[src/rtl/core/ihq_pkg.sv]
// shared types and codes for the indexed binary heap queue
// no dependencies
package ihq_pkg;

	localparam int STATUS_BITS = 3;
	localparam int OP_BITS = 2;

	typedef enum logic [OP_BITS-1:0] {
		OP_INSERT = 2'd0,
		OP_POP    = 2'd1,
		OP_REMOVE = 2'd2,
		OP_CHANGE = 2'd3
	} op_t;

	typedef enum logic [STATUS_BITS-1:0] {
		ST_OK     = 3'd0,
		ST_EMPTY  = 3'd1,
		ST_FULL   = 3'd2,
		ST_ABSENT = 3'd3,
		ST_DUP    = 3'd4
	} status_t;

	typedef enum logic [3:0] {
		S_IDLE,
		S_DEC,
		S_RMK,
		S_LAST,
		S_UP_RD,
		S_UP_CMP,
		S_DN_RD,
		S_DN_C2,
		S_DN_CMP,
		S_PLACE,
		S_FIN,
		S_OUT
	} state_t;

endpackage

[src/rtl/core/indexed_binary_heap_queue.sv]
// indexed binary heap priority queue, top level: control sequencer and result register
// depends on ihq_pkg and ihq_heap_ram
//
// use: one command per s_axis transfer (insert, pop best, remove handle, change key),
// one result per command on m_axis. cfg_we writes order_mode (0 largest first,
// 1 smallest first); write it only while the queue is idle, the block does not check.
// each command walks the heap held in a synchronous memory with a single read port:
// a sift up level reads the parent and compares, a sift down level reads the two
// children one after the other and then compares.
// s_axis_tready is high only between commands.
// the result register holds a finished result while the sequencer takes the next
// command; if the receiver stalls, the following command waits at its last step
// until the register is free.
// reset empties the queue and clears order_mode; no memory clearing is needed.
module indexed_binary_heap_queue
	import ihq_pkg::*;
#(
	parameter int CAPACITY = 64,
	parameter int HANDLE_COUNT = 64,
	parameter int KEY_BITS = 32
) (
	input  logic clk,
	input  logic arst_n,
	input  logic cfg_we,
	input  logic cfg_wdata,
	input  logic s_axis_tvalid,
	output logic s_axis_tready,
	// op, handle, key
	input  logic [((OP_BITS+$clog2(HANDLE_COUNT)+KEY_BITS+7)/8)*8-1:0] s_axis_tdata,
	output logic m_axis_tvalid,
	input  logic m_axis_tready,
	// status, out_handle, out_key, top_valid, top_handle, top_key, entry_count
	output logic [((STATUS_BITS+2*$clog2(HANDLE_COUNT)+2*KEY_BITS+1+$clog2(CAPACITY+1)+7)/8)*8-1:0]
		m_axis_tdata
);
	localparam int AW = $clog2(CAPACITY);
	localparam int HW = $clog2(HANDLE_COUNT);
	localparam int CW = $clog2(CAPACITY+1);
	localparam int PW = CW + 1;
	localparam int EW = HW + KEY_BITS;
	localparam int OW = ((STATUS_BITS+2*HW+2*KEY_BITS+1+CW+7)/8)*8;
	localparam int RW = STATUS_BITS + 2*HW + 2*KEY_BITS + 1 + CW;

	state_t state_q, state_d;

	op_t op_q;
	logic [HW-1:0] h_q;
	logic [KEY_BITS-1:0] key_q;
	logic mode_q;
	logic [CW-1:0] count_q;
	logic [PW-1:0] p_q;
	logic [HW-1:0] mh_q, c1h_q;
	logic [KEY_BITS-1:0] mk_q, c1k_q;
	logic moved_q, has2_q;
	status_t status_q;
	logic [HW-1:0] oh_q;
	logic [KEY_BITS-1:0] ok_q;
	logic [HANDLE_COUNT-1:0] queued_q;
	logic out_valid_q;
	logic [RW-1:0] out_q;

	logic slot_we, hs_we;
	logic [AW-1:0] slot_waddr, slot_raddr;
	logic [EW-1:0] slot_wdata, slot_rdata;
	logic [HW-1:0] hs_waddr, hs_raddr;
	logic [AW-1:0] hs_wdata, hs_rdata;

	logic [OP_BITS-1:0] in_op;
	logic [HW-1:0] in_h;
	logic [KEY_BITS-1:0] in_key;
	logic [HW-1:0] rd_h;
	logic [KEY_BITS-1:0] rd_k;
	logic [PW-1:0] p2;
	logic h_ok, hs_ok, take_c2, up_swap, dn_swap, last_fin, out_free;
	logic [HW-1:0] ch;
	logic [KEY_BITS-1:0] ck;
	logic [PW-1:0] cidx;

	function automatic logic worse(input logic [KEY_BITS-1:0] a, input logic [KEY_BITS-1:0] b,
			input logic mode);
		worse = mode ? (a > b) : (a < b);
	endfunction

	assign in_op = s_axis_tdata[OP_BITS-1:0];
	assign in_h = s_axis_tdata[OP_BITS+HW-1:OP_BITS];
	assign in_key = s_axis_tdata[OP_BITS+HW+KEY_BITS-1:OP_BITS+HW];
	assign rd_h = slot_rdata[EW-1:KEY_BITS];
	assign rd_k = slot_rdata[KEY_BITS-1:0];
	assign p2 = PW'(p_q << 1);
	assign h_ok = (32'(h_q) < HANDLE_COUNT);
	assign hs_ok = h_ok && queued_q[h_q] && (CW'(hs_rdata) < count_q);
	assign take_c2 = has2_q && worse(c1k_q, rd_k, mode_q);
	assign ch = take_c2 ? rd_h : c1h_q;
	assign ck = take_c2 ? rd_k : c1k_q;
	assign cidx = take_c2 ? PW'(p2 + PW'(1)) : p2;
	assign up_swap = worse(rd_k, mk_q, mode_q);
	assign dn_swap = worse(mk_q, ck, mode_q);
	assign last_fin = (p_q > PW'(count_q - CW'(1)));
	assign out_free = !out_valid_q || m_axis_tready;

	assign s_axis_tready = (state_q == S_IDLE);
	assign m_axis_tvalid = out_valid_q;
	assign m_axis_tdata = OW'(out_q);

	ihq_heap_ram #(
		.CAPACITY(CAPACITY),
		.HANDLE_COUNT(HANDLE_COUNT),
		.KEY_BITS(KEY_BITS)
	) u_ram (
		.clk(clk),
		.slot_we(slot_we),
		.slot_waddr(slot_waddr),
		.slot_wdata(slot_wdata),
		.slot_raddr(slot_raddr),
		.slot_rdata(slot_rdata),
		.hs_we(hs_we),
		.hs_waddr(hs_waddr),
		.hs_wdata(hs_wdata),
		.hs_raddr(hs_raddr),
		.hs_rdata(hs_rdata)
	);

	// next state
	always_comb begin
		state_d = state_q;
		case (state_q)
			S_IDLE: if (s_axis_tvalid) state_d = S_DEC;
			S_DEC: begin
				case (op_q)
					OP_INSERT: begin
						if (!h_ok || queued_q[h_q] || 32'(count_q) >= CAPACITY) state_d = S_FIN;
						else state_d = S_UP_RD;
					end
					OP_POP: state_d = (count_q == '0) ? S_FIN : S_LAST;
					OP_REMOVE: state_d = hs_ok ? S_RMK : S_FIN;
					OP_CHANGE: state_d = hs_ok ? S_UP_RD : S_FIN;
					default: state_d = S_FIN;
				endcase
			end
			S_RMK: state_d = S_LAST;
			S_LAST: begin
				if (last_fin) state_d = S_FIN;
				else if (op_q == OP_POP) state_d = S_DN_RD;
				else state_d = S_UP_RD;
			end
			S_UP_RD: begin
				if (p_q != PW'(1)) state_d = S_UP_CMP;
				else if (op_q == OP_INSERT || moved_q) state_d = S_PLACE;
				else state_d = S_DN_RD;
			end
			S_UP_CMP: begin
				if (up_swap) state_d = S_UP_RD;
				else if (op_q == OP_INSERT || moved_q) state_d = S_PLACE;
				else state_d = S_DN_RD;
			end
			S_DN_RD: state_d = (p2 <= PW'(count_q)) ? S_DN_C2 : S_PLACE;
			S_DN_C2: state_d = S_DN_CMP;
			S_DN_CMP: state_d = dn_swap ? S_DN_RD : S_PLACE;
			S_PLACE: state_d = S_FIN;
			S_FIN: state_d = S_OUT;
			S_OUT: if (out_free) state_d = S_IDLE;
			default: state_d = S_IDLE;
		endcase
	end

	// memory control
	always_comb begin
		slot_we = 1'b0;
		slot_waddr = AW'(p_q - PW'(1));
		slot_wdata = {mh_q, mk_q};
		slot_raddr = '0;
		hs_we = 1'b0;
		hs_waddr = mh_q;
		hs_wdata = AW'(p_q - PW'(1));
		hs_raddr = h_q;
		case (state_q)
			S_IDLE: hs_raddr = in_h;
			S_DEC: begin
				if (op_q == OP_POP) slot_raddr = AW'(count_q - CW'(1));
				else slot_raddr = hs_rdata;
			end
			S_RMK: slot_raddr = AW'(count_q - CW'(1));
			S_UP_RD: slot_raddr = AW'((p_q >> 1) - PW'(1));
			S_UP_CMP: begin
				slot_we = up_swap;
				slot_wdata = slot_rdata;
				hs_we = up_swap;
				hs_waddr = rd_h;
			end
			S_DN_RD: slot_raddr = AW'(p2 - PW'(1));
			S_DN_C2: slot_raddr = AW'(p2);
			S_DN_CMP: begin
				slot_we = dn_swap;
				slot_wdata = {ch, ck};
				hs_we = dn_swap;
				hs_waddr = ch;
			end
			S_PLACE: begin
				slot_we = 1'b1;
				hs_we = 1'b1;
			end
			default: slot_raddr = '0;
		endcase
	end

	// control state
	always_ff @(posedge clk or negedge arst_n) begin
		if (!arst_n) begin
			state_q <= S_IDLE;
			mode_q <= 1'b0;
			count_q <= '0;
			queued_q <= '0;
			out_valid_q <= 1'b0;
		end else begin
			state_q <= state_d;
			if (cfg_we) mode_q <= cfg_wdata;
			if (m_axis_tready) out_valid_q <= 1'b0;
			case (state_q)
				S_DEC: begin
					if (op_q == OP_INSERT && state_d == S_UP_RD) begin
						count_q <= count_q + CW'(1);
						queued_q[h_q] <= 1'b1;
					end
					if (op_q == OP_POP && state_d == S_LAST) queued_q[rd_h] <= 1'b0;
				end
				S_RMK: queued_q[h_q] <= 1'b0;
				S_LAST: count_q <= count_q - CW'(1);
				S_OUT: if (out_free) out_valid_q <= 1'b1;
				default: ;
			endcase
		end
	end

	// command payload and walk registers
	always_ff @(posedge clk) begin
		case (state_q)
			S_IDLE: begin
				op_q <= op_t'(in_op);
				h_q <= in_h;
				key_q <= in_key;
				status_q <= ST_OK;
				oh_q <= '0;
				ok_q <= '0;
				moved_q <= 1'b0;
			end
			S_DEC: begin
				case (op_q)
					OP_INSERT: begin
						if (!h_ok) status_q <= ST_ABSENT;
						else if (queued_q[h_q]) status_q <= ST_DUP;
						else if (32'(count_q) >= CAPACITY) status_q <= ST_FULL;
						mh_q <= h_q;
						mk_q <= key_q;
						p_q <= PW'(count_q) + PW'(1);
					end
					OP_POP: begin
						if (count_q == '0) status_q <= ST_EMPTY;
						else begin
							oh_q <= rd_h;
							ok_q <= rd_k;
						end
						p_q <= PW'(1);
					end
					default: begin
						if (!hs_ok) status_q <= ST_ABSENT;
						else if (op_q == OP_REMOVE) oh_q <= h_q;
						mh_q <= h_q;
						mk_q <= key_q;
						p_q <= PW'(hs_rdata) + PW'(1);
					end
				endcase
			end
			S_RMK: ok_q <= rd_k;
			S_LAST: begin
				mh_q <= rd_h;
				mk_q <= rd_k;
			end
			S_UP_CMP: begin
				if (up_swap) begin
					p_q <= p_q >> 1;
					moved_q <= 1'b1;
				end
			end
			S_DN_C2: begin
				c1h_q <= rd_h;
				c1k_q <= rd_k;
				has2_q <= (p2 < PW'(count_q));
			end
			S_DN_CMP: if (dn_swap) p_q <= cidx;
			S_OUT: begin
				if (out_free) begin
					out_q <= {count_q,
						(count_q != '0) ? rd_k : {KEY_BITS{1'b0}},
						(count_q != '0) ? rd_h : {HW{1'b0}},
						(count_q != '0),
						ok_q, oh_q, status_q};
				end
			end
			default: ;
		endcase
	end

endmodule

[src/rtl/core/ihq_heap_ram.sv]
// heap slot memory (handle and key by slot) and handle to slot memory
// depends on nothing; one write and one registered read per memory per cycle
module ihq_heap_ram #(
	parameter int CAPACITY = 64,
	parameter int HANDLE_COUNT = 64,
	parameter int KEY_BITS = 32
) (
	input  logic clk,
	input  logic slot_we,
	input  logic [$clog2(CAPACITY)-1:0] slot_waddr,
	input  logic [$clog2(HANDLE_COUNT)+KEY_BITS-1:0] slot_wdata,
	input  logic [$clog2(CAPACITY)-1:0] slot_raddr,
	output logic [$clog2(HANDLE_COUNT)+KEY_BITS-1:0] slot_rdata,
	input  logic hs_we,
	input  logic [$clog2(HANDLE_COUNT)-1:0] hs_waddr,
	input  logic [$clog2(CAPACITY)-1:0] hs_wdata,
	input  logic [$clog2(HANDLE_COUNT)-1:0] hs_raddr,
	output logic [$clog2(CAPACITY)-1:0] hs_rdata
);
	localparam int AW = $clog2(CAPACITY);
	localparam int HW = $clog2(HANDLE_COUNT);

	logic [HW+KEY_BITS-1:0] slot_mem [CAPACITY];
	logic [AW-1:0] hs_mem [HANDLE_COUNT];

	always_ff @(posedge clk) begin
		if (slot_we) begin
			slot_mem[slot_waddr] <= slot_wdata;
		end
		slot_rdata <= slot_mem[slot_raddr];
	end

	always_ff @(posedge clk) begin
		if (hs_we) begin
			hs_mem[hs_waddr] <= hs_wdata;
		end
		hs_rdata <= hs_mem[hs_raddr];
	end

endmodule
[config.mk]
export PLATFORM = sky130hd
export DESIGN_NAME = indexed_binary_heap_queue
export DESIGN_NICKNAME = d
export VERILOG_FILES = /design/src/rtl/core/ihq_pkg.sv /design/src/rtl/core/indexed_binary_heap_queue.sv /design/src/rtl/core/ihq_heap_ram.sv
export SDC_FILE = /design/constraint.sdc
export NUM_CORES = 2
export LEC_CHECK = 0
export BUFFER_PORTS_ARGS = -buffer_cell sky130_fd_sc_hd__buf_4
export CAP_MARGIN = 20
export CELL_PAD_IN_SITES_DETAIL_PLACEMENT = 1
export CELL_PAD_IN_SITES_GLOBAL_PLACEMENT = 1
export CORE_MARGIN = 4
export CORE_UTILIZATION = 35
export CTS_CLUSTER_SIZE = 24
export DETAILED_ROUTE_END_ITERATION = 8
export PLACE_DENSITY_LB_ADDON = 0.3
export SLEW_MARGIN = 0
export SYNTH_ARGS = -nofsm -noshare
export SYNTH_HDL_FRONTEND = slang
export SYNTH_SLANG_ARGS = --single-unit
[constraint.sdc]
create_clock -name clk -period 7.3 [get_ports clk]
set_input_delay 1.46 -clock clk [delete_from_list [all_inputs] [get_ports clk]]
set_output_delay 1.46 -clock clk [all_outputs]
set_load 0.005 [all_outputs]
==> results by group <==
Status
  – Status: finished clean

Placement
  – Port-buffer cells: 134
  – Dpl ws: -0.2477 ns
  – DP Cell Count: 15.41k
  – GPL Wtd Cong: 0.8731
  – Post-DP HPWL: 288.2 mm
  – Placed instance area: 143100 sq um

Clocking
  – Clk_lat worst skew: 0.94 ns
  – Clk sink count: 3191
  – Clock root cell: clkbuf_16
  – Longest Clk Path Bufs: 4
  – Cts hold-fix bufs: 0
  – Number of H-tree levels: 5
  – Clock slew at reported path FFs: 0.07 ns
  – TritonCTS clock tree: built
  – Cts bufs inserted: between 300 and 400

Detailed routing
  – Met2 WL: 212.7 mm
  – Via count: approximately 90k
  – Top Layer Used: met5
  – Vias per inst: 5.682
  – Routed Antenna Nets: 0
  – Met3 wire length: roughly 35 mm
  – Met1 WL: between 150 and 200 mm
  – Average wire per standard cell: approximately 29 microns
  – Initial DRC count: just over 10k
  – Final WL: ~460 mm
  – Drc violations: 0
  – Initial DRT Pass Iterations: 6

Worst setup path
  – Worst path slowest cell: o211ai_1
  – Crit path kind: reg -> reg
  – Crit path launch: c1k_q[9]
  – CP peak stage delay: 0.57 ns
  – CP top delay family: compound AO/OA/AOI/OAI gates
  – Crit-path max FO: 21
  – Critical path arrival: ~7.9 ns
  – Most numerous cell on the critical path: buf_4
  – CP bufs+invs: 5
  – Critical path required time: between 8 and 9 ns
  – Setup crit end kind: flip-flop
  – Critical R2R Launch: c1k_q[9]
  – Type of origin of the critical path: flip-flop

Global route
  – First-pass GRT wire length: between 600 and 700 mm
  – GRT Util Overall: 23.23%
  – Vias in the first global route: 92.58k
  – Initial antenna violation count: 44
  – Largest net degree at the start of global routing: 143
  – Total gr overflow: 0

Layout
  – Final net count: roughly 11k
  – Most frequent cells in the layout: edfxtp_1, nand2_1, nand3_1
  – Share of cells above drive strength 1: 12.87%
  – Non-filler cells, final: 16.06k
  – Commonest non-fill, non-tap cell in the layout: edfxtp_1
  – P&R area growth vs syn: 18.04%
  – Fin area: 154700 sq um

Die
  – Core footprint: 372800 sq um
  – Rows: between 200 and 250
  – Die X-Extent: 620.0 microns
  – Die Ht: between 600 and 700 microns
  – Initial core utilization: 35.17%
  – IO Pins: 136
  – Die ar.: ~380000 sq um

STA
  – Unrepaired setup endpoints after global routing: no
  – Tcrit/Tclk final: between 90% and 100%
  – Min Tclk post-route: 7.109 ns
  – Final setup margin: around 0.19 ns
  – Worst Skew: between 0.07 and 0.08 ns
  – Max Fclk: 0.1407 GHz
  – Slew @ Worst Pin: 1.197 ns
  – Fin. Hold Viols: 0
  – Slew margin rel.: 19.21%
  – Setup Viol. Count Final: 0
  – Slew Limit Fails: 0

Synth
  – Synth Register Bits: approximately 3.2k
  – Post-synthesis async set-or-reset flop share: 2.413%
  – Yosys warnings: 0
  – Syn nets: approximately 11k
  – Syn Area/Cell: approximately 13 sq um
  – Netlist cell types: 91
  – Post-synth EDFFs: 3064
  – Main flop type after synthesis: edfxtp_1
  – Register area share after synthesis: just over 70%
  – Synth Instances: 10.45k
  – Post-Syn Area: 131100 sq um

Min path
  – Worst hold path type: in -> async

Run
  – Max Cap Viol: 0
## sequential cells by signal (all words and copies together) (netlist names), 38 cells and up
signal / flops
out_q: 87
queued_q: 64
u_ram.hs_mem: 384
u_ram.slot_mem: 2432
u_ram.slot_rdata: 38
## final timing paths
kind / endpoint / slack (ns) / cells past startpoint
setup / recovery: queued_q[50] / 0.19 / 25
hold / removal: mode_q / 0.32 / 1
setup reg to reg: queued_q[50] / 0.19 / 25
hold reg to reg: out_q[14] / 0.41 / 0
max in group asynchronous: queued_q[0] / 6.18 / 3
min in group clk: out_q[14] / 0.41 / 0
## through the flow
| stage | utilization, % | hold slack, ns | setup TNS [ns] |
|---|---|---|---|
| after floorplan | - | 0.4003 | -539.01 |
| after global placement | 38.38 | 0.4021 | -234.35 |
| after detailed placement | 38.39 | 0.4056 | -358.96 |
| after CTS | 41.46 | 0.2512 | 0 |
| after global routing | 41.51 | 0.2949 | 0 |
| final | 41.51 | 0.3238 | 0 |
## layer usage
metal,GRT usage [%],vias up
met2,36.85,3772
met4,7.892,16
li1,-,39315
met1,32.64,47494
met3,3.531,651
met5,0,-
## cells by family after synthesis
kind of cell	after synthesis	share of synthesized area, %
flops	3191	72.42
other cells	1	0.002861
buf+inv	834	2.416
xor+xnor	24	0.1603
simple gates	5027	16.51
compound gates	1208	6.927
mux	41	0.3522
fa+ha+maj	127	1.212
## cell usage after synthesis, types with 6 or more instances
cell,number,area (sq um)
o311a_1,38,380.4
nand3_1,1225,6131
a2bb2oi_1,6,52.55
nand2b_1,13,81.33
and4_1,7,61.31
o21ai_0,111,555.5
a21boi_0,22,165.2
xor2_1,6,52.55
a211oi_1,15,112.6
edfxtp_1,3064,92010
o311ai_0,39,341.6
a22oi_1,51,382.9
and2_1,14,87.58
buf_1,46,172.7
clkbuf_1,658,2470
o211ai_1,50,375.4
a41oi_1,10,87.58
nand4_1,36,225.2
ha_1,127,1589
a32oi_1,30,262.8
a221oi_1,7,61.31
and3_1,262,1639
inv_1,112,420.4
dfxtp_1,50,1001
a21o_1,13,97.59
dfrtp_1,77,1927
nor3_1,63,315.3
a311oi_1,447,3915
a31oi_1,40,250.2
mux2i_1,30,300.3
a21oi_1,227,1136
nor2b_1,12,75.07
nor2_1,343,1287
nor4_1,10,62.56
o21a_1,8,60.06
xnor2_1,18,157.7
a22o_1,6,52.55
buf_2,11,55.05
nor4b_1,6,52.55
nor3b_1,8,60.06
nand2_1,2986,11210
o31a_1,38,332.8
## cell type report
type,instances,area (sq um)
antenna,7,17.52
clock buffer,430,9289
clock inverter,206,2115
fill,38571,218000
inverter,115,439.2
multi-input combinational,6428,34350
sequential,3191,94940
tap,4972,6221
timing repair buffer,710,7385
## repair_timing
action | 4_1_cts | 5_1_grt
pin swaps | 0 | 4
buffers inserted | 0 | 1
endpoints found under the setup margin | 2718 | 1467
gates resized for setup | 14 | 27
Power is left out: the tool's default activity adds up to more than one toggle a clock period on the data nets, which glitch-free logic cannot reach.
